===== src/rlb_pkg.sv =====
// Shared types, constants and codes for the per-client rate limiter.
// No dependencies; every other file of the block uses this package.
package rlb_pkg;

    // Table geometry: a power of two, up to the client index range
    localparam int ENTRIES  = 1024;
    localparam int IDX_W    = $clog2(ENTRIES);
    localparam int CLIENT_W = 10;

    // Field widths
    localparam int TIME_W     = 32;
    localparam int LIMIT_W    = 16;
    localparam int WIN_W      = 17;
    localparam int FAIL_W     = 8;
    localparam int RESET_AT_W = 33;
    localparam int CFG_IDX_W  = 3;
    localparam int CFG_DATA_W = 17;

    // Fixed offsets
    localparam logic [RESET_AT_W-1:0] RESET_OFFSET = RESET_AT_W'(3600);
    localparam logic [TIME_W-1:0]     BAN_SPAN_MAX = TIME_W'(131071);

    // Reset values of the registers
    localparam logic [LIMIT_W-1:0] AUTH_LIMIT_RST    = LIMIT_W'(5);
    localparam logic [LIMIT_W-1:0] GLOBAL_LIMIT_RST  = LIMIT_W'(1000);
    localparam logic [WIN_W-1:0]   AUTH_WINDOW_RST   = WIN_W'(60);
    localparam logic [WIN_W-1:0]   GLOBAL_WINDOW_RST = WIN_W'(3600);
    localparam logic [FAIL_W-1:0]  MAX_FAILURES_RST  = FAIL_W'(5);
    localparam logic [WIN_W-1:0]   BAN_SECONDS_RST   = WIN_W'(900);

    typedef enum logic {
        OP_ADMIT  = 1'b0,
        OP_RECORD = 1'b1
    } t_opcode;

    typedef enum logic [1:0] {
        V_ALLOW    = 2'd0,
        V_BANNED   = 2'd1,
        V_OVER     = 2'd2,
        V_RECORDED = 2'd3
    } t_verdict;

    typedef enum logic [CFG_IDX_W-1:0] {
        REG_AUTH_LIMIT    = 3'd0,
        REG_GLOBAL_LIMIT  = 3'd1,
        REG_AUTH_WINDOW   = 3'd2,
        REG_GLOBAL_WINDOW = 3'd3,
        REG_MAX_FAILURES  = 3'd4,
        REG_BAN_SECONDS   = 3'd5
    } t_cfg_reg;

    typedef enum logic [1:0] {
        ST_CLEAR,
        ST_IDLE,
        ST_EXEC
    } t_state;

    typedef struct packed {
        logic [LIMIT_W-1:0] auth_limit;
        logic [LIMIT_W-1:0] global_limit;
        logic [WIN_W-1:0]   auth_window;
        logic [WIN_W-1:0]   global_window;
        logic [FAIL_W-1:0]  max_failures;
        logic [WIN_W-1:0]   ban_seconds;
    } t_cfg;

    typedef struct packed {
        logic [TIME_W-1:0]  win_start;
        logic [LIMIT_W-1:0] req_cnt;
        logic [FAIL_W-1:0]  failure_tally;
        logic [TIME_W-1:0]  ban_end;
        logic               ban_live;
    } t_entry;

    typedef struct packed {
        t_opcode             opcode;
        logic [IDX_W-1:0]    idx;
        logic                is_auth;
        logic                auth_failed;
        logic [TIME_W-1:0]   now_seconds;
    } t_req;

    typedef struct packed {
        t_verdict              verdict;
        logic [LIMIT_W-1:0]    remaining;
        logic [RESET_AT_W-1:0] reset_at;
        logic [FAIL_W-1:0]     failure_count;
        logic                  banned_now;
    } t_rsp;

    // Table access from the control sequencer
    typedef struct packed {
        logic             rd_en;
        logic [IDX_W-1:0] rd_addr;
        logic             wr_en;
        logic [IDX_W-1:0] wr_addr;
        t_entry           wr_data;
    } t_tbl_ctl;

endpackage


===== src/rlb_update.sv =====
// Entry update: ban test, window restart, limit check, request and failure
// counting, and the response word. Depends on rlb_pkg.
module rlb_update (
    input  rlb_pkg::t_req    i_req,
    input  rlb_pkg::t_entry  i_entry,
    input  rlb_pkg::t_cfg    i_cfg,
    output rlb_pkg::t_entry  o_entry,
    output rlb_pkg::t_rsp    o_rsp
);

    logic [rlb_pkg::TIME_W-1:0]  ban_left;
    logic                        banned;
    logic [rlb_pkg::WIN_W-1:0]   win;
    logic [rlb_pkg::LIMIT_W-1:0] limit;
    logic [rlb_pkg::TIME_W-1:0]  age;
    logic                        expired;
    rlb_pkg::t_entry             adm_ent;
    rlb_pkg::t_entry             rec_ent;
    rlb_pkg::t_entry             nxt;
    rlb_pkg::t_verdict           adm_verdict;
    logic                        rec_ban;

    // ban test and window selection
    assign ban_left = i_entry.ban_end - i_req.now_seconds;
    assign banned   = i_entry.ban_live && (ban_left != '0) &&
                      (ban_left <= rlb_pkg::BAN_SPAN_MAX);
    assign win      = i_req.is_auth ? i_cfg.auth_window : i_cfg.global_window;
    assign limit    = i_req.is_auth ? i_cfg.auth_limit : i_cfg.global_limit;
    assign age      = i_req.now_seconds - i_entry.win_start;
    assign expired  = age > rlb_pkg::TIME_W'(win);

    // admit path: a banned entry stays untouched
    always_comb begin
        adm_ent = i_entry;
        if (!banned) begin
            adm_ent.ban_live = 1'b0;
            if (expired) begin
                adm_ent.win_start = i_req.now_seconds;
                adm_ent.req_cnt   = '0;
            end
        end
        if (banned) begin
            adm_verdict = rlb_pkg::V_BANNED;
        end else if (adm_ent.req_cnt < limit) begin
            adm_verdict = rlb_pkg::V_ALLOW;
        end else begin
            adm_verdict = rlb_pkg::V_OVER;
        end
    end

    // record path: saturating counts, ban once the tally reaches the limit
    always_comb begin
        rec_ent = i_entry;
        rec_ban = 1'b0;
        if (i_entry.req_cnt != '1) begin
            rec_ent.req_cnt = i_entry.req_cnt + 1'b1;
        end
        if (i_req.is_auth && i_req.auth_failed) begin
            if (i_entry.failure_tally != '1) begin
                rec_ent.failure_tally = i_entry.failure_tally + 1'b1;
            end
            if (rec_ent.failure_tally >= i_cfg.max_failures) begin
                rec_ent.ban_end  = i_req.now_seconds + rlb_pkg::TIME_W'(i_cfg.ban_seconds);
                rec_ent.ban_live = 1'b1;
                rec_ban          = 1'b1;
            end
        end else begin
            rec_ent.failure_tally = '0;
        end
    end

    // pick the path and build the response from the updated entry
    always_comb begin
        if (i_req.opcode == rlb_pkg::OP_RECORD) begin
            nxt               = rec_ent;
            o_rsp.verdict     = rlb_pkg::V_RECORDED;
            o_rsp.banned_now  = rec_ban;
        end else begin
            nxt               = adm_ent;
            o_rsp.verdict     = adm_verdict;
            o_rsp.banned_now  = 1'b0;
        end
        o_rsp.remaining     = (i_cfg.global_limit > nxt.req_cnt) ?
                              (i_cfg.global_limit - nxt.req_cnt) : '0;
        o_rsp.reset_at      = rlb_pkg::RESET_AT_W'(nxt.win_start) + rlb_pkg::RESET_OFFSET;
        o_rsp.failure_count = nxt.failure_tally;
    end

    assign o_entry = nxt;

endmodule


===== config.mk =====
export PLATFORM = sky130hd
export DESIGN_NAME = rlb_update
export DESIGN_NICKNAME = d
export VERILOG_FILES = /design/src/rlb_pkg.sv /design/src/rlb_update.sv
export SDC_FILE = /design/constraint.sdc
export NUM_CORES = 1
export LEC_CHECK = 0
export ABC_AREA = 1
export ABC_CLOCK_PERIOD_IN_PS = 12300
export BUFFER_PORTS_ARGS = -buffer_cell sky130_fd_sc_hd__buf_2
export CELL_PAD_IN_SITES_DETAIL_PLACEMENT = 1
export CELL_PAD_IN_SITES_GLOBAL_PLACEMENT = 2
export CORE_MARGIN = 2
export CORE_UTILIZATION = 25
export DETAILED_ROUTE_END_ITERATION = 16
export PLACE_DENSITY = 0.86
export REMOVE_ABC_BUFFERS = 1
export SYNTH_ARGS = -nofsm -noshare
export SYNTH_HDL_FRONTEND = slang
export SYNTH_SLANG_ARGS = --single-unit

===== constraint.sdc =====
create_clock -name vclk -period 12.3
set_input_delay 2.46 -clock vclk [all_inputs]
set_output_delay 2.46 -clock vclk [all_outputs]
set_load 0.05 [all_outputs]

After elaboration in Yosys (flattened, before gate mapping)
Index checks and enable logic that the tools add are counted.
{ "totals": {"in_bits": 225, "register_bits": 0, "wordCells": 37} }
{ "op_classes": {"eq_ne": 2, "order_cmp": 5, "addsub": 7, "n_reduce_logical": 4, "muxes": 19} }
{ "ops": {"columns": ["cell", "n"], "rows": [
  ["48-bit 2-to-1 mux", 2],
  ["89-bit 2-to-1 mux", 1],
  ["33-bit 2-to-1 mux", 2],
  ["32-bit subtractor", 2],
  ["16-bit 2-to-1 mux", 3],
  ["32-bit by 12-bit adder with 33-bit output, second input constant", 1],
  ["32-bit by 17-bit adder with 32-bit output", 1],
  ["32-bit by 17-bit > comparator with 1-bit output", 1],
  ["32-bit by 17-bit <= comparator with 1-bit output, second input constant", 1],
  ["32-bit nonzero test", 1],
  ["8-bit 2-to-1 mux", 3],
  ["17-bit 2-to-1 mux", 1],
  ["16-bit by 1-bit adder with 16-bit output, second input constant", 1],
  ["16-bit > comparator", 1],
  ["16-bit < comparator", 1],
  ["16-bit != test, second input constant", 1],
  ["16-bit subtractor", 1],
  ["8-bit by 1-bit adder with 8-bit output, second input constant", 1],
  ["8-bit >= comparator", 1],
  ["8-bit != test, second input constant", 1],
  ["2-bit 2-to-1 mux", 3],
  ["1-bit 2-to-1 mux", 4],
  ["1-bit logical AND", 3]
]} }

Longest topological paths before layout
Gate-level depths: netlist (run 1).
{ "logic_depth": {"depth_word": 9, "mapped_depth": 50} }

Worst setup path before layout (run 1)
OpenSTA, ideal clock, no wires.
{ "synth_path": {"path_kind": "input -> output", "start": "in i_req[0] (netlist bit)", "end": "out o_rsp[49] (netlist bit)", "path_buffers": 4, "setup_slack_ns": 0.699, "stages": 48, "t_required_ns": 9.840, "arrival_time_ns": 9.141, "cell_sequence": "inv_1 ha_1 fa_1 inv_1 nand2_1 nand3_1 nand2_1 nand2_1 xor2_1 ha_1 nand2_1 inv_1 nand3_1 nor3_1 nand2_1 nand2_1 nand2_1 nand2_1 (+12 left out) nand2_1 a21oi_1 nor2_1 o21ai_0 nand2_1 nand2_1 nand2_1 a21oi_1 nor2_1 o21ai_0 nand2_1 nand2_1 nand2_1 inv_1 o21ai_0 o41ai_1 clkbuf_1 nor3b_1"} }
{ "synth_lines": {"columns": ["element", "line_no", "text"], "rows": [
  ["from (decl)", "rlb_update.sv:4", "input rlb_pkg::t_req i_req,"],
  ["to (decl)", "rlb_update.sv:8", "output rlb_pkg::t_rsp o_rsp"]
]} }

==> results of run 1 <==
kinds of logic (layout without fill, tap and decap cells):
logic type,Yosys count,in the layout,share of synthesized area
other cells,0,3,0
fa+ha+maj,142,142,0.164
buf+inv,472,807,0.169
xor+xnor,68,68,0.0542
simple gates,1188,1188,0.460
mux,34,34,0.0311
compound gates,227,227,0.121
cell usage in the layout, fill, tap and decap left out, types with 33 or more instances in the layout:
cell,netlist,final
nand2_1,714,714
inv_1,423,423
buf_2,3,364
nor2_1,204,204
ha_1,138,138
nand3_1,117,117
a21oi_1,86,86
o21ai_0,80,80
xor2_1,47,47
nand4_1,39,39
mux2i_1,33,33
power breakdown:
part / internal [W] / switching (W) / leakage [nW]
combinational: 0.000224 / 0.000546 / 8.20
sequential: 0 / 0 / 0
clock: 0.0000000000328 / 0 / 0.0000190
through the flow:
| stage | utilization | instance area [µm²] | total power (W) |
|---|---|---|---|
| 2_1_floorplan | - | 10800 | 0.000529 |
| 3_3_place_gp | 0.309 | 13400 | 0.000753 |
| 3_5_place_dp | 0.309 | 13400 | 0.000769 |
| 4_1_cts | 0.309 | 13400 | 0.000772 |
| 5_1_grt | 0.309 | 13400 | 0.000846 |
| 6_report | 0.309 | 13400 | 0.000769 |
synth_stat cells (all sizes together), types with 2 or more instances:
cell,number
buf,21
nor2,229
nor3,26
ha,138
clkbuf,13
a21oi,88
nand2,743
nand3b,7
fa,4
a21boi,3
xor2,47
o21bai,8
mux2i,33
nor3b,9
nand3,122
inv,433
nor4,6
nand4,40
o22ai,5
clkinv,5
a211oi,3
and2,2
a21o,3
xnor2,21
or2,3
o21a,5
a31oi,6
o21ai,97
routing by layer:
metal  vias to the layer above  routed length, µm  track usage
li1                       7320                  -            -
met2                       253              26000        0.397
met4                         0               1370       0.0517
met1                      6763              24100        0.295
met3                        63               1840       0.0132
met5                         -                  0            0
worst min-delay path, stage by stage:
cell and delay, ps:
buf_2 120, nand2_1 60, nand2_1 50, buf_2 200
final timing paths:
| kind | start | to | slack (ps) |
|---|---|---|---|
| worst min-delay path | i_entry[32] | o_entry[32] | 5350 |
| worst max-delay path | i_req[0] | o_rsp[56] | 810 |
what timing repair did:
item,in CTS,in global routing
endpoints found under the setup margin,0,7
gates resized for setup,0,1
endpoints found under the hold margin,0,0
final cells by class:
type	instances	area [µm²]
Antenna cell	3	7.51
Fill cell	6118	29900
Inverter	438	1640
Multi-Input combinational cell	1659	9150
Tap cell	585	732
Timing Repair Buffer	369	1860
==> reports/results.ini, run 1 <==
[setup_path]
critical_path_class=input port to output port
end_kind=output port
cp-start-kind=input port
cp_max_fo=16
cp.required_ps=9840
crit_buf_inv=10
slowest_stage=fa_1
cp_top_family=simple AND/OR/NAND/NOR gates
cp.arrival_ps=9030
critical_path.max_stage_delay_ps=420
cpMostUsedCell=nand2_1
cp_num_cells=47

[final_layout]
area_growth_pct=21.8
final_cells=3054
n_sequential_cell=0
nets=2835
nClkBuffers=0
drive_gt1_frac=0.189
regArea_um2=0

[worst_hold_path]
hp-class=input port to output port
hold_path_depth=4

[run_status]
status=complete, no violations

[pwr]
peakVddDrop_mv=0.0343
powerDensity_nw_per_um2=57.5
leakagePower_nw=8.20

[sta]
fin_ws_ps=808
slew_headroom=0.373
rsz0062_at_grt=false
maxSlewViolCount=0
hold_violations=0
fin_crit_sh=0.934
fmax_mhz=87.0
worst_pin_slew_ps=935
holdWs_ps=5350
min_period_ps=11490
setup_viol=0
setup_tns_ps=0

[synth]
synth_area_leaders=nand2_1 24%, ha_1 16%, inv_1 14%
syn_area_per_cell_um2=5.16
synth_warnings=0
yosysSeqAreaShare=0
yosys.cell_types.count=56
netlist_instances=2131
syn_area_um2=11000
synth.top_cell.area_share=0.244
yosysTopAreaCell=nand2_1

[global_routing]
grt_max_degree=60
grt_pass1_vias=14400
grtUsageTotal=0.223
overflow=0
grt_pass1_wl_mm=79.2
antenna_found_initial=3

[routing]
post-route-drc-count=0
drt-total-wl_mm=53.3
antenna_left=0
first_pass_iters=5
wl_per_cell_um=17.5
vias=14400
viasPerCell=4.71
drt_iter0_markers=622

[floorplan]
die_area_um2=45700
io_pins=374
die_width_um=214
initial_core_util=0.254
core.rowCount=76
core_area_um2=43300
die_h_um=214

[clocking]
cts_setup_buffers=0
cts_hold_buf=0

[placed_design]
numPortBuffers=364
hpwl_mm=48.5
gp_congestion=0.969
dp.cells=3051
dp_slack_ps=630

[run]
cap_violations=0

Note: power is estimated with default switching activity, not from simulation.
==> run 2: changes to the inputs <==
Settings changed: PLACE_DENSITY 0.86 to 0.94.
==> run 2 against run 1 <==
Cell area about the same; setup slack improved by 47 ps; sequential cell count unchanged; clock-buffer cell count unchanged; sequential share of layout area unchanged; non-clock buffer count increased by 1; via count increased by 1.2%; cell count unchanged; first-iteration DRC count increased by 5.8%; critical endpoint unchanged; largest power group unchanged.
==> reports/results.ini, run 2 (same netlist as run 1, synthesis figures left out) <==
[run_status]
status=complete, no violations

[global_routing]
grtUsageTotal=0.223  ; -0.000235
grt_pass1_wl_mm=79.6  ; +0.42%
antenna_found_initial=3  ; unchanged
grt_max_degree=60  ; unchanged
grt_pass1_vias=14600  ; +1.5%
overflow=0  ; unchanged

[final_layout]
final_cell_mix=714 x nand2_1, 423 x inv_1, 364 x buf_2
nets=2836  ; +0.035%
regArea_um2=0  ; unchanged
final_common_cell=nand2_1
fillCellCount=6137  ; +0.31%
n_sequential_cell=0  ; unchanged
drive_gt1_frac=0.189  ; +0.000329
multi_input_area_um2=9150  ; unchanged
nClkBuffers=0  ; unchanged
area_growth_pct=21.8  ; about the same

[setup_path]
end_kind=output port
cp.arrival_ps=8990  ; -40 ps
cp-start-kind=input port
cp_top_family=simple AND/OR/NAND/NOR gates
cp_max_fo=16  ; unchanged
cp.required_ps=9840  ; about the same
critical_path_class=input port to output port
critical_path.max_stage_delay_ps=430  ; about the same
cpMostUsedCell=nand2_1
slowest_stage=fa_1
crit_buf_inv=10  ; unchanged

[sta]
worst_pin_slew_ps=933  ; -2.83 ps
slew_headroom=0.374  ; +0.00190
fmax_mhz=87.4  ; +0.41%
setup_viol=0  ; unchanged
maxSlewViolCount=0  ; unchanged
fin_ws_ps=855  ; +47.1 ps
rsz0062_at_grt=false
hold_violations=0  ; unchanged
fin_crit_sh=0.931  ; -0.00383
min_period_ps=11450  ; -47.1 ps
setup_tns_ps=0  ; unchanged

[floorplan]
die_h_um=214  ; unchanged
die_area_um2=45700  ; unchanged
io_pins=374  ; unchanged
core.rowCount=76  ; unchanged
core_area_um2=43300  ; unchanged
initial_core_util=0.254  ; unchanged
die_width_um=214  ; unchanged

[pwr]
clkPwrFrac=0  ; unchanged
swShare=0.709  ; about the same
sequentialPowerShare=0  ; unchanged
power_frac_comb=1.000  ; about the same
p_sw_w=0.000548  ; +0.44%
p_int_w=0.000224  ; +0.36%
leakagePower_nw=8.21  ; about the same
peakVddDrop_mv=0.0279  ; -19%
powerDensity_nw_per_um2=57.7  ; +0.38%

[clocking]
cts_hold_buf=0  ; unchanged
cts_setup_buffers=0  ; unchanged

[routing]
antenna_left=0  ; unchanged
first_pass_iters=5  ; unchanged
drt_iter0_markers=658  ; +5.8%
post-route-drc-count=0  ; unchanged
vias=14600  ; +1.2%
wl_per_cell_um=17.5  ; about the same
viasPerCell=4.77  ; +1.2%
drt-total-wl_mm=53.3  ; about the same

[placed_design]
gp_congestion=0.942  ; -2.8%
hpwl_mm=48.4  ; -0.22%
numPortBuffers=364  ; unchanged
dp_slack_ps=802  ; +172 ps

[run]
cap_violations=0  ; unchanged

[worst_hold_path]
hp-class=input port to output port

-- run 2: path summary, 6_finish.rpt --
| path | startpoint | endpoint | slack [ps] | cells after the start |
|---|---|---|---|---|
| min | i_entry[32] | o_entry[32] | 5340 | 4 |
| max | i_req[0] | o_rsp[56] | 850 | 47 |
-- run 2: worst min-delay path, cell delays in order --
cell     delay [ps]
buf_2           110
nand2_1          60
nand2_1          50
buf_2           200
-- run 2: power by group through the flow --
stage | clock [W] | sequential (W) | combinational (W)
final | 0.0000000000218 | 0 | 0.000772
after global routing | 0.0000000000217 | 0 | 0.000846
after floorplan | 0 | 0 | 0.000529
after global placement | 0 | 0 | 0.000752
after detailed placement | 0 | 0 | 0.000769
after CTS | 0 | 0 | 0.000773
-- run 2: stage by stage --
| stage | cell area [µm²] | utilization | instances | hold WS (ps) | power (W) |
|---|---|---|---|---|---|
| final | 13400 | 0.310 | 3054 | 5340 | 0.000772 |
| after global routing | 13400 | 0.310 | 3054 | 5350 | 0.000846 |
| after CTS | 13400 | 0.309 | 3052 | 5340 | 0.000773 |
| after detailed placement | 13400 | 0.309 | 3052 | 5340 | 0.000769 |
| after global placement | 13400 | 0.309 | 3052 | 5340 | 0.000752 |
| after floorplan | 10800 | - | 2097 | 5120 | 0.000529 |
-- run 2: repair_timing --
action                     in CTS  in global routing
gates resized for setup         0                  1
hold endpoints to repair        0                  0
setup endpoints to repair       0                  1
-- run 2: final cells by class --
class / count / area share
repair buffers: 370 / 0.139
inverters: 438 / 0.123
multi-input cells: 1659 / 0.683
well taps: 585 / 0.0547
diodes: 2 / 0.000374
-- run 2: metal layers --
layer	up-vias	wire length, µm	GRT usage
met5	-	13	0
met4	2	1720	0.0639
met3	85	1860	0.0139
met2	286	25600	0.393
met1	6867	24100	0.292
li1	7326	-	-
