File: config.mk
export PLATFORM = sky130hd
export DESIGN_NAME = rlb_cfg_flat
export DESIGN_NICKNAME = d
export VERILOG_FILES = /design/src/rlb_pkg.sv /design/src/rlb_if.sv /design/src/rlb_cfg.sv /design/src/flat_wrapper.sv
export SDC_FILE = /design/constraint.sdc
export NUM_CORES = 1
export LEC_CHECK = 0
export ABC_AREA = 0
export BUFFER_PORTS_ARGS = -buffer_cell sky130_fd_sc_hd__clkbuf_2
export CAP_MARGIN = 30
export CORE_MARGIN = 1.5
export CORE_UTILIZATION = 45
export DETAILED_ROUTE_END_ITERATION = 8
export PLACE_DENSITY = 0.75
export SYNTH_ARGS = -nofsm -noshare
export SYNTH_HDL_FRONTEND = slang
export SYNTH_SLANG_ARGS = --single-unit
export TNS_END_PERCENT = 1
File: constraint.sdc
create_clock -name i_clk -period 1.2 [get_ports i_clk]
set_input_delay 0.24 -clock i_clk [delete_from_list [all_inputs] [get_ports i_clk]]
set_output_delay 0.24 -clock i_clk [all_outputs]
set_load 0.1 [all_outputs]
File: src/rlb_pkg.sv
// Shared types, constants and codes for the per-client rate limiter.
// No dependencies; every other file of the block uses this package.
package rlb_pkg;

    // Table geometry: a power of two, up to the client index range
    localparam int ENTRIES  = 1024;
    localparam int IDX_W    = $clog2(ENTRIES);
    localparam int CLIENT_W = 10;

    // Field widths
    localparam int TIME_W     = 32;
    localparam int LIMIT_W    = 16;
    localparam int WIN_W      = 17;
    localparam int FAIL_W     = 8;
    localparam int RESET_AT_W = 33;
    localparam int CFG_IDX_W  = 3;
    localparam int CFG_DATA_W = 17;

    // Fixed offsets
    localparam logic [RESET_AT_W-1:0] RESET_OFFSET = RESET_AT_W'(3600);
    localparam logic [TIME_W-1:0]     BAN_SPAN_MAX = TIME_W'(131071);

    // Reset values of the registers
    localparam logic [LIMIT_W-1:0] AUTH_LIMIT_RST    = LIMIT_W'(5);
    localparam logic [LIMIT_W-1:0] GLOBAL_LIMIT_RST  = LIMIT_W'(1000);
    localparam logic [WIN_W-1:0]   AUTH_WINDOW_RST   = WIN_W'(60);
    localparam logic [WIN_W-1:0]   GLOBAL_WINDOW_RST = WIN_W'(3600);
    localparam logic [FAIL_W-1:0]  MAX_FAILURES_RST  = FAIL_W'(5);
    localparam logic [WIN_W-1:0]   BAN_SECONDS_RST   = WIN_W'(900);

    typedef enum logic {
        OP_ADMIT  = 1'b0,
        OP_RECORD = 1'b1
    } t_opcode;

    typedef enum logic [1:0] {
        V_ALLOW    = 2'd0,
        V_BANNED   = 2'd1,
        V_OVER     = 2'd2,
        V_RECORDED = 2'd3
    } t_verdict;

    typedef enum logic [CFG_IDX_W-1:0] {
        REG_AUTH_LIMIT    = 3'd0,
        REG_GLOBAL_LIMIT  = 3'd1,
        REG_AUTH_WINDOW   = 3'd2,
        REG_GLOBAL_WINDOW = 3'd3,
        REG_MAX_FAILURES  = 3'd4,
        REG_BAN_SECONDS   = 3'd5
    } t_cfg_reg;

    typedef enum logic [1:0] {
        ST_CLEAR,
        ST_IDLE,
        ST_EXEC
    } t_state;

    typedef struct packed {
        logic [LIMIT_W-1:0] auth_limit;
        logic [LIMIT_W-1:0] global_limit;
        logic [WIN_W-1:0]   auth_window;
        logic [WIN_W-1:0]   global_window;
        logic [FAIL_W-1:0]  max_failures;
        logic [WIN_W-1:0]   ban_seconds;
    } t_cfg;

    typedef struct packed {
        logic [TIME_W-1:0]  win_start;
        logic [LIMIT_W-1:0] req_cnt;
        logic [FAIL_W-1:0]  failure_tally;
        logic [TIME_W-1:0]  ban_end;
        logic               ban_live;
    } t_entry;

    typedef struct packed {
        t_opcode             opcode;
        logic [IDX_W-1:0]    idx;
        logic                is_auth;
        logic                auth_failed;
        logic [TIME_W-1:0]   now_seconds;
    } t_req;

    typedef struct packed {
        t_verdict              verdict;
        logic [LIMIT_W-1:0]    remaining;
        logic [RESET_AT_W-1:0] reset_at;
        logic [FAIL_W-1:0]     failure_count;
        logic                  banned_now;
    } t_rsp;

    // Table access from the control sequencer
    typedef struct packed {
        logic             rd_en;
        logic [IDX_W-1:0] rd_addr;
        logic             wr_en;
        logic [IDX_W-1:0] wr_addr;
        t_entry           wr_data;
    } t_tbl_ctl;

endpackage

File: src/rlb_if.sv


interface rlb_cfg_if;
    logic                           valid;
    logic                           ready;
    logic [rlb_pkg::CFG_IDX_W-1:0]  index;
    logic [rlb_pkg::CFG_DATA_W-1:0] data;

    modport source (output valid, index, data, input ready);
    modport sink   (input valid, index, data, output ready);
endinterface

File: src/rlb_cfg.sv
// Configuration register bank, written through the register write channel.
// Depends on rlb_pkg and rlb_cfg_if.
module rlb_cfg (
    input  logic              i_clk,
    input  logic              i_rst_n,
    rlb_cfg_if.sink           i_cfg,
    output rlb_pkg::t_cfg     o_cfg
);

    rlb_pkg::t_cfg r_cfg;

    // writes are always taken
    assign i_cfg.ready = 1'b1;
    assign o_cfg       = r_cfg;

    // register writes; unknown indexes are dropped
    always_ff @(posedge i_clk) begin
        if (!i_rst_n) begin
            r_cfg.auth_limit    <= rlb_pkg::AUTH_LIMIT_RST;
            r_cfg.global_limit  <= rlb_pkg::GLOBAL_LIMIT_RST;
            r_cfg.auth_window   <= rlb_pkg::AUTH_WINDOW_RST;
            r_cfg.global_window <= rlb_pkg::GLOBAL_WINDOW_RST;
            r_cfg.max_failures  <= rlb_pkg::MAX_FAILURES_RST;
            r_cfg.ban_seconds   <= rlb_pkg::BAN_SECONDS_RST;
        end else if (i_cfg.valid) begin
            unique case (rlb_pkg::t_cfg_reg'(i_cfg.index))
                rlb_pkg::REG_AUTH_LIMIT: begin
                    r_cfg.auth_limit <= i_cfg.data[rlb_pkg::LIMIT_W-1:0];
                end
                rlb_pkg::REG_GLOBAL_LIMIT: begin
                    r_cfg.global_limit <= i_cfg.data[rlb_pkg::LIMIT_W-1:0];
                end
                rlb_pkg::REG_AUTH_WINDOW: begin
                    r_cfg.auth_window <= i_cfg.data[rlb_pkg::WIN_W-1:0];
                end
                rlb_pkg::REG_GLOBAL_WINDOW: begin
                    r_cfg.global_window <= i_cfg.data[rlb_pkg::WIN_W-1:0];
                end
                rlb_pkg::REG_MAX_FAILURES: begin
                    r_cfg.max_failures <= i_cfg.data[rlb_pkg::FAIL_W-1:0];
                end
                rlb_pkg::REG_BAN_SECONDS: begin
                    r_cfg.ban_seconds <= i_cfg.data[rlb_pkg::WIN_W-1:0];
                end
                default: begin
                end
            endcase
        end
    end

endmodule

File: src/flat_wrapper.sv
// flat-port wrapper written by rule: the top's interface ports become plain ports
module rlb_cfg_flat 
  (i_clk, i_rst_n, o_cfg, i_cfg_valid, i_cfg_index, i_cfg_data, i_cfg_ready);
  rlb_cfg_if i_cfg_i ();
  input  logic i_clk;
  input  logic i_rst_n;
  output rlb_pkg::t_cfg o_cfg;
  input wire logic [$bits(i_cfg_i.valid)-1:0] i_cfg_valid;
  input wire logic [$bits(i_cfg_i.index)-1:0] i_cfg_index;
  input wire logic [$bits(i_cfg_i.data)-1:0] i_cfg_data;
  output wire logic [$bits(i_cfg_i.ready)-1:0] i_cfg_ready;
  assign i_cfg_i.valid = i_cfg_valid;
  assign i_cfg_i.index = i_cfg_index;
  assign i_cfg_i.data = i_cfg_data;
  assign i_cfg_ready = i_cfg_i.ready;
  rlb_cfg u_core (.i_clk(i_clk), .i_rst_n(i_rst_n), .i_cfg(i_cfg_i), .o_cfg(o_cfg));
endmodule
## After elaboration in Yosys (flattened, before gate mapping)

Cells that the tools add are included.

| cells by class | value |
|---|---|
| equality and inequality tests | 5 |
| reductions and logical operators | 7 |
| multiply operators | 0 |
| bitwise gates (word level) | 0 |
| $add $sub $neg | 0 |
| mux-type cells | 0 |
| divide/modulo/power cells | 0 |
| shift operators | 0 |
| magnitude comparators | 0 |

Operator list:

| operator | count |
|---|---|
| $reduce_and 2->1 | 6 |
| $eq 3x2->1 const B | 2 |
| $eq 3x3->1 const B | 2 |
| $eq 3x1->1 const B | 1 |
| $logic_not 3->1 | 1 |

| word-level totals | value |
|---|---|
| bits in read-only memories | 0 |
| bits of input ports | 23 |
| logic and storage cells | 18 |
| register bits | 91 |
| bits in latches | 0 |
| output and inout port bits | 92 |
| RAM bits | 0 |
| memories | 0 |

## Longest topological paths before layout

Gate-level depths: netlist of run 1.

| logic depth | value |
|---|---|
| word-level depth | 2 |
| depth in mapped cells | 4 |
| mapped depth without buffers | 2 |

## Worst setup path after synthesis of run 1

OpenSTA, ideal clock, no wires.

| timing path | value |
|---|---|
| kind | in2reg |
| start point | in i_cfg_index[2] |
| end point | reg u_core.r_cfg, in the netlist u_core.o_cfg[81] |
| data arrival time | 1.153 ns |
| stages on the path | 4 |
| path slack | -0.074 ns |
| library setup time | 0.122 ns |
| cell sequence | or4b_1 > buf_6 > buf_12 > mux2i_1 |

| between the ends | value |
|---|---|
| word-level cells in the longest chain between the ends | 2 |

RTL lines:

| item | RTL line | RTL |
|---|---|---|
| start: declaration | flat_wrapper.sv:9 | `input wire logic [$bits(i_cfg_i.index)-1:0] i_cfg_index;` |
| $logic_not 3->1 | rlb_cfg.sv:26 | `unique case (rlb_pkg::t_cfg_reg'(i_cfg.index))` |
| $reduce_and 2->1 (no source line) | n/a |  |
| end: declaration | rlb_cfg.sv:10 | `rlb_pkg::t_cfg r_cfg;` |

Every way passes these cells.
A chain may end at the register's enable or synchronous reset.

## Final worst setup path of run 1

| timing path | value |
|---|---|
| start point | reg u_core.r_cfg, in the netlist u_core.o_cfg[37] |
| end point | out o_cfg[37] in the netlist's numbering |

RTL lines:

| item | RTL line | RTL |
|---|---|---|
| end: declaration | flat_wrapper.sv:7 | `output rlb_pkg::t_cfg o_cfg;` |

No word-level cell between the ends.

==> results.toml, run 1 <==
[setup_path]
r2r_cells = 2
critical-path-max-stage-delay_ns = 0.39
cp_slowest_cell = "dfxtp_1"
cp_max_fo = 2
cp-end-kind = "output port"
path_buf_inv = 1
startpoint_type = "flop"
critical_path_class = "flop to output port"
path_delay_family = "flip-flops"
critical_path_arrival_ns = 0.94
worstSetupPathDepth = 1
path_cells = "buf_12"
required_ns = 0.96

[finish]
drive_gt1_share_pct = 51.6
fin_nets = 473
fin_area_um2 = 5940
num-fill-cells = 396
final_util_pct = 80.6
multi_input_area_um2 = 1540
antenna_cells = 0
area_growth_pct = 70.1
seq_area_um2 = 1930
largest_reg_flops = 91

[die]
coreArea_um2 = 7370
io_pins = 115
die_w_um = 91.1
die_area_um2 = 8300
die_h_um = 91.1
rows = 31
initial_utilization_pct = 47.4

[detailed_routing]
wire_per_inst_um = 16.8
drt_pass1_iterations = 4
vias = 2762
route.detailed.drc = 0
drt-initial-drc-count = 72
viasPerCell = 4.99
ant_nets = 0
wirelength_um = 9330

[timing]
finalMaxSlewViolations = 0
setup_viol = 0
fin_skew_ns = 0
max_freq_mhz = 848
layout_setup_ws_ns = 0.0214
final-hold-violation-count = 0
min_period_ns = 1.18
post-route-period-util_pct = 98.2
hold_slack_ns = 0.159

[yosys]
syn_area_per_cell_um2 = 10.4
ys_top_cells_by_area = "dfxtp_1 (52%), mux2i_1 (26%), nand2_1 (9.2%)"
ys_seq_elements = 91
synth_area_um2 = 3490
syn-num-nets = 359
synth_top_area_share_pct = 52.1
synth-seq-area-share_pct = 52.1
syn-instance-count = 336
synth_cell_types = 17
yosys_warnings = 0
synth_largest_area_cell = "dfxtp_1"

[cts]
hold_buffers = 0
post_cts_buffers = 0
numCtsBuffers = 9
cts_tree = "built"
path_clk_slew_ns = 0.10
clockRootBuffer = "clkbuf_8"
cts-resized-gates = 23
htree_levels = 3
clk_latency_ns = 0.35
cts_buffer_depth = 2
clkSinkCount = 91

[worst_hold_path]
hp-class = "input pin to flop"
whs_path_depth = 3

[pwr]
power_density_nw_per_um2 = 1120
max-vdd-ir-drop_mv = 0.860
total_leakage_power_uw = 0.00268
power_uw = 6670

[global_route]
use_met2_pct = 40.4
overflow = 0
antenna_found_initial = 0
use_met3_pct = 6.70
track_usage_pct = 23.1
first_global_vias = 2931
grt_pass1_wl_um = 15000
grt_max_degree = 40
grt_use_met1_pct = 26.6
top_usage_layer = "met2"

[run_status]
status = "complete, no violations"

[placed_design]
place_area_um2 = 5610
place_hpwl_um = 6800
routabilityCongestion = 0.790
io_buffers = 113
place_ws_ns = -0.175

[job]
maxCapViolCount = 0
[cell usage in the layout, fill, tap and decap left out]
master,Yosys,routed
and4b_2,2,2
buf_12,1,97
buf_4,2,10
bufinv_16,0,2
clkbuf_2,0,21
clkbuf_8,0,9
clkinv_2,0,1
clkinvlp_4,0,1
conb_1,1,1
dfxtp_1,91,3
dfxtp_2,0,88
inv_6,0,3
mux2i_1,91,91
nand2_1,86,86
nand4b_1,1,1
nand4bb_1,3,3
nor2b_1,33,33
nor4b_1,1,1
nor4bb_1,1,1
or4b_4,0,1
[power by group]
part           total [uW]  internal, uW  switching [uW]
clock                2340          1190            1150
combinational        1160           417             743
sequential           3170          3100            74.6
[metrics by stage]
step           setup TNS (ns)  instances
4_1_cts                     0        554
6_report                    0        554
3_3_place_gp            -1.80        538
2_1_floorplan           -2.75        336
5_1_grt               -0.0429        554
3_5_place_dp            -3.15        538
[cells in the mapped netlist, drive strengths merged]
cell type  count
dfxtp         91
nand2         86
nand4b         1
or4b           1
and4b          2
nor4b          1
clkbuf        13
nor4bb         1
nand4bb        3
mux2i         91
nor2b         33
conb           1
buf           12
[worst register-to-register path, cell delays in order (launching register included)]
cell and delay (ns):
dfxtp_1 0.39, nand2_1 0.09, mux2i_1 0.17
[final timing paths]
check,from,endpoint,slack [ns]
hold reg to reg,u_core.o_cfg[57],u_core.o_cfg[57],0.48
setup reg to reg,u_core.o_cfg[74],u_core.o_cfg[74],0.48
hold / removal,i_cfg_data[2],u_core.o_cfg[61],0.16
setup / recovery,u_core.o_cfg[37],o_cfg[37],0.02
[final cells by class]
class | count | area share, %
clock inverter | 7 | 1.66
clock buffer | 9 | 2.08
multi-input combinational | 220 | 25.9
timing repair buffer | 128 | 35.7
tap | 99 | 2.08
sequential | 91 | 32.5
[metal layers]
metal	part of all wire [%]	vias to the layer above
li1	-	1336
met1	41	1337
met2	52	77
met3	4.8	12
met4	1.5	0
met5	0	-
[cell families (layout without fill, tap and decap cells)]
kind of cell / count (synthesis) / count (layout) / synth area share, %
buffers and inverters: 25 / 144 / 3.83
DFF: 91 / 91 / 52.1
other: 1 / 1 / 0.107
muxes: 91 / 91 / 26.1
and+or+nand+nor: 128 / 128 / 17.8
No activity file was read; power rests on OpenSTA's default activity.
==> run 2, diff against run 1 <==
--- a/config.mk
+++ b/config.mk
@@ -5,7 +5,7 @@
 export SDC_FILE = /design/constraint.sdc
 export NUM_CORES = 1
 export LEC_CHECK = 0
-export ABC_AREA = 0
+export ABC_AREA = 1
 export BUFFER_PORTS_ARGS = -buffer_cell sky130_fd_sc_hd__clkbuf_2
 export CAP_MARGIN = 30
 export CORE_MARGIN = 1.5
==> run 2 against run 1 <==
Cell area up 0.63%. Die area increased by 3.1%. Total power increased by 4.3%. Non-clock buffer count fell by 1. Critical path type unchanged. Highest routed layer unchanged. Flip-flop and latch count unchanged. Worst hold slack got worse by 0.058 ns. Clock skew stayed put. Sequential power grew 3%. First-iteration DRC count increased to 4.2 times the previous value. Critical path depth unchanged. Register-to-register slack better by 0.07 ns. Core utilization down 3.2 points.
==> results.toml, run 2 <==
[detailed_routing]
ant_nets = 0
wire_per_inst_um = 16.2
viasPerCell = 5.24
wirelength_um = 11700
drt-initial-drc-count = 299
route.detailed.drc = 0
vias = 3792
drt_pass1_iterations = 5

[timing]
finalMaxSlewViolations = 0
slew_headroom_pct = 64.2
post-route-period-util_pct = 98.5
hold_slack_ns = 0.101
fin_skew_ns = 0
max_freq_mhz = 846
setup_viol = 0
final-hold-violation-count = 0
min_period_ns = 1.18
worst_slew_pin_slew_ns = 0.535

[finish]
layout_commonest_cell = "nor2_1"
final_cells = 724
drive_gt1_share_pct = 38.9
area_growth_pct = 65.9
antenna_cells = 0
largest_reg_flops = 91
fin_nets = 640
final_util_pct = 77.4
final_cell_mix = "nor2_1 (140), nand2_1 (124), buf_12 (98)"
fin_area_um2 = 5980

[yosys]
synth_top_area_share_pct = 50.6
synth_edf_count = 0
ys_seq_elements = 91
ys_top_cells_by_area = "dfxtp_1 (51%), nor2_1 (15%), nand2_1 (13%)"
yosysMostFrequentCell = "nor2_1"
synth_largest_area_cell = "dfxtp_1"
synth_cell_types = 15
synth_commonest_cells = "nor2_1 (140), nand2_1 (124), dfxtp_1 (91), nand3_1 (91), inv_1 (22)"
syn_area_per_cell_um2 = 7.09
syn-num-nets = 531
synth-async-reset-ratio_pct = 0
ys.flop_type = "dfxtp_1"
synth-seq-area-share_pct = 50.6
yosys_warnings = 0
syn-instance-count = 508
synth_area_um2 = 3600

[pwr]
max-vdd-ir-drop_mv = 0.686
power_uw = 6960
total_leakage_power_uw = 0.00264
power_density_nw_per_um2 = 1160

[die]
io_pins = 115
die_h_um = 92.5
initial_utilization_pct = 46.6
die_area_um2 = 8550
die_w_um = 92.5
rows = 32
coreArea_um2 = 7730

[cts]
cts_buffer_depth = 2
path_clk_slew_ns = 0.09
hold_buffers = 0
clkSinkCount = 91
post_cts_buffers = 0
clockRootBuffer = "clkbuf_8"
htree_levels = 3
cts_tree = "built"
numCtsBuffers = 9
clk_latency_ns = 0.37

[setup_path]
path_cells = "buf_12"
cp_slowest_cell = "dfxtp_1"
cp-end-kind = "output port"
path_delay_family = "flip-flops"
required_ns = 0.96
cp_max_fo = 2
path_buf_inv = 1
critical-path-max-stage-delay_ns = 0.39
startpoint_type = "flop"
critical_path_arrival_ns = 0.94
critical_path_class = "flop to output port"

[global_route]
grt_pass1_wl_um = 18400
antenna_found_initial = 0
first_global_vias = 3681
track_usage_pct = 28.2
overflow = 0
grt_max_degree = 55

[placed_design]
place_area_um2 = 5700
routabilityCongestion = 0.882
dp.cells = 708
place_hpwl_um = 8460
io_buffers = 113

[job]
maxCapViolCount = 0

[worst_hold_path]
hp-class = "input pin to flop"

[run_status]
status = "complete, no violations"
==> run 2: cell types whose count changed in the layout (fill, tap and decap cells not counted), sizes merged, moves of 2 or more <==
cell     delta
nand3      +91
nand4bb     -3
bufinv      -2
clkbuf      +2
clkinv      +3
mux2i      -91
nor2      +148
nor2b      -33
nand2      +39
inv        +20
buf         -2
and4b       -2
==> run 2: path summary, 6_finish.rpt <==
| check | slack (ns) | endpoint | from | cells past startpoint |
|---|---|---|---|---|
| worst min register to register | 0.50 | u_core.o_cfg[35] | u_core.o_cfg[35] | 2 |
| worst max register to register | 0.55 | u_core.o_cfg[78] | u_core.o_cfg[78] | 2 |
| worst min-delay path | 0.10 | u_core.o_cfg[35] | i_cfg_data[10] | 3 |
| worst max-delay path | 0.02 | o_cfg[53] | u_core.o_cfg[53] | 1 |
==> run 2: area by class of cell <==
| class | count | area [um^2] |
|---|---|---|
| clock inverters | 6 | 42.5 |
| well taps | 102 | 128 |
| clock buffers | 10 | 128 |
| flip-flops and latches | 91 | 1930 |
| inverters | 23 | 86.3 |
| fillers | 489 | 1750 |
| repair buffers | 127 | 2120 |
| multi-input cells | 365 | 1540 |
==> run 2: what timing repair did <==
item | in CTS | in global routing
hold endpoints to repair | 0 | 0
endpoints found under the setup margin | 34 | 55
resized for setup | 34 | 55
==> run 2: cells by family after synthesis <==
family,count (synthesis),synth area share (%)
AND/OR/NAND/NOR,364,42.4
flip-flops,91,50.6
buffers and inverters,52,6.94
other,1,0.104
==> run 2: power breakdown <==
group | internal (uW) | leakage [uW] | switching (uW) | total, uW
registers | 3150 | 0.000762 | 119 | 3270
clock network | 753 | 0.0000822 | 1120 | 1870
logic | 599 | 0.00180 | 1230 | 1830
==> run 2: metrics by stage <==
step / TNS (ns) / worst slack (ns)
2_1_floorplan: -0.465 / -0.00684
6_report: 0 / 0.0180
5_1_grt: -0.00110 / -0.00110
3_3_place_gp: -0.0368 / -0.00852
4_1_cts: 0 / 0.000102
3_5_place_dp: -2.66 / -0.103
==> run 2: tightest hold or removal path, cell delays in order <==
cell and delay (ns):
clkbuf_2 0.09, nand2_1 0.05, nand3_1 0.07
==> run 2: routing by layer <==
| layer | wire, um | global-route usage [%] | up-vias |
|---|---|---|---|
| met5 | 0 | 0 | - |
| met4 | 420 | 16.3 | 0 |
| met3 | 1040 | 6.40 | 37 |
| met2 | 5960 | 48.5 | 214 |
| met1 | 4310 | 31.9 | 1750 |
| li1 | - | - | 1791 |
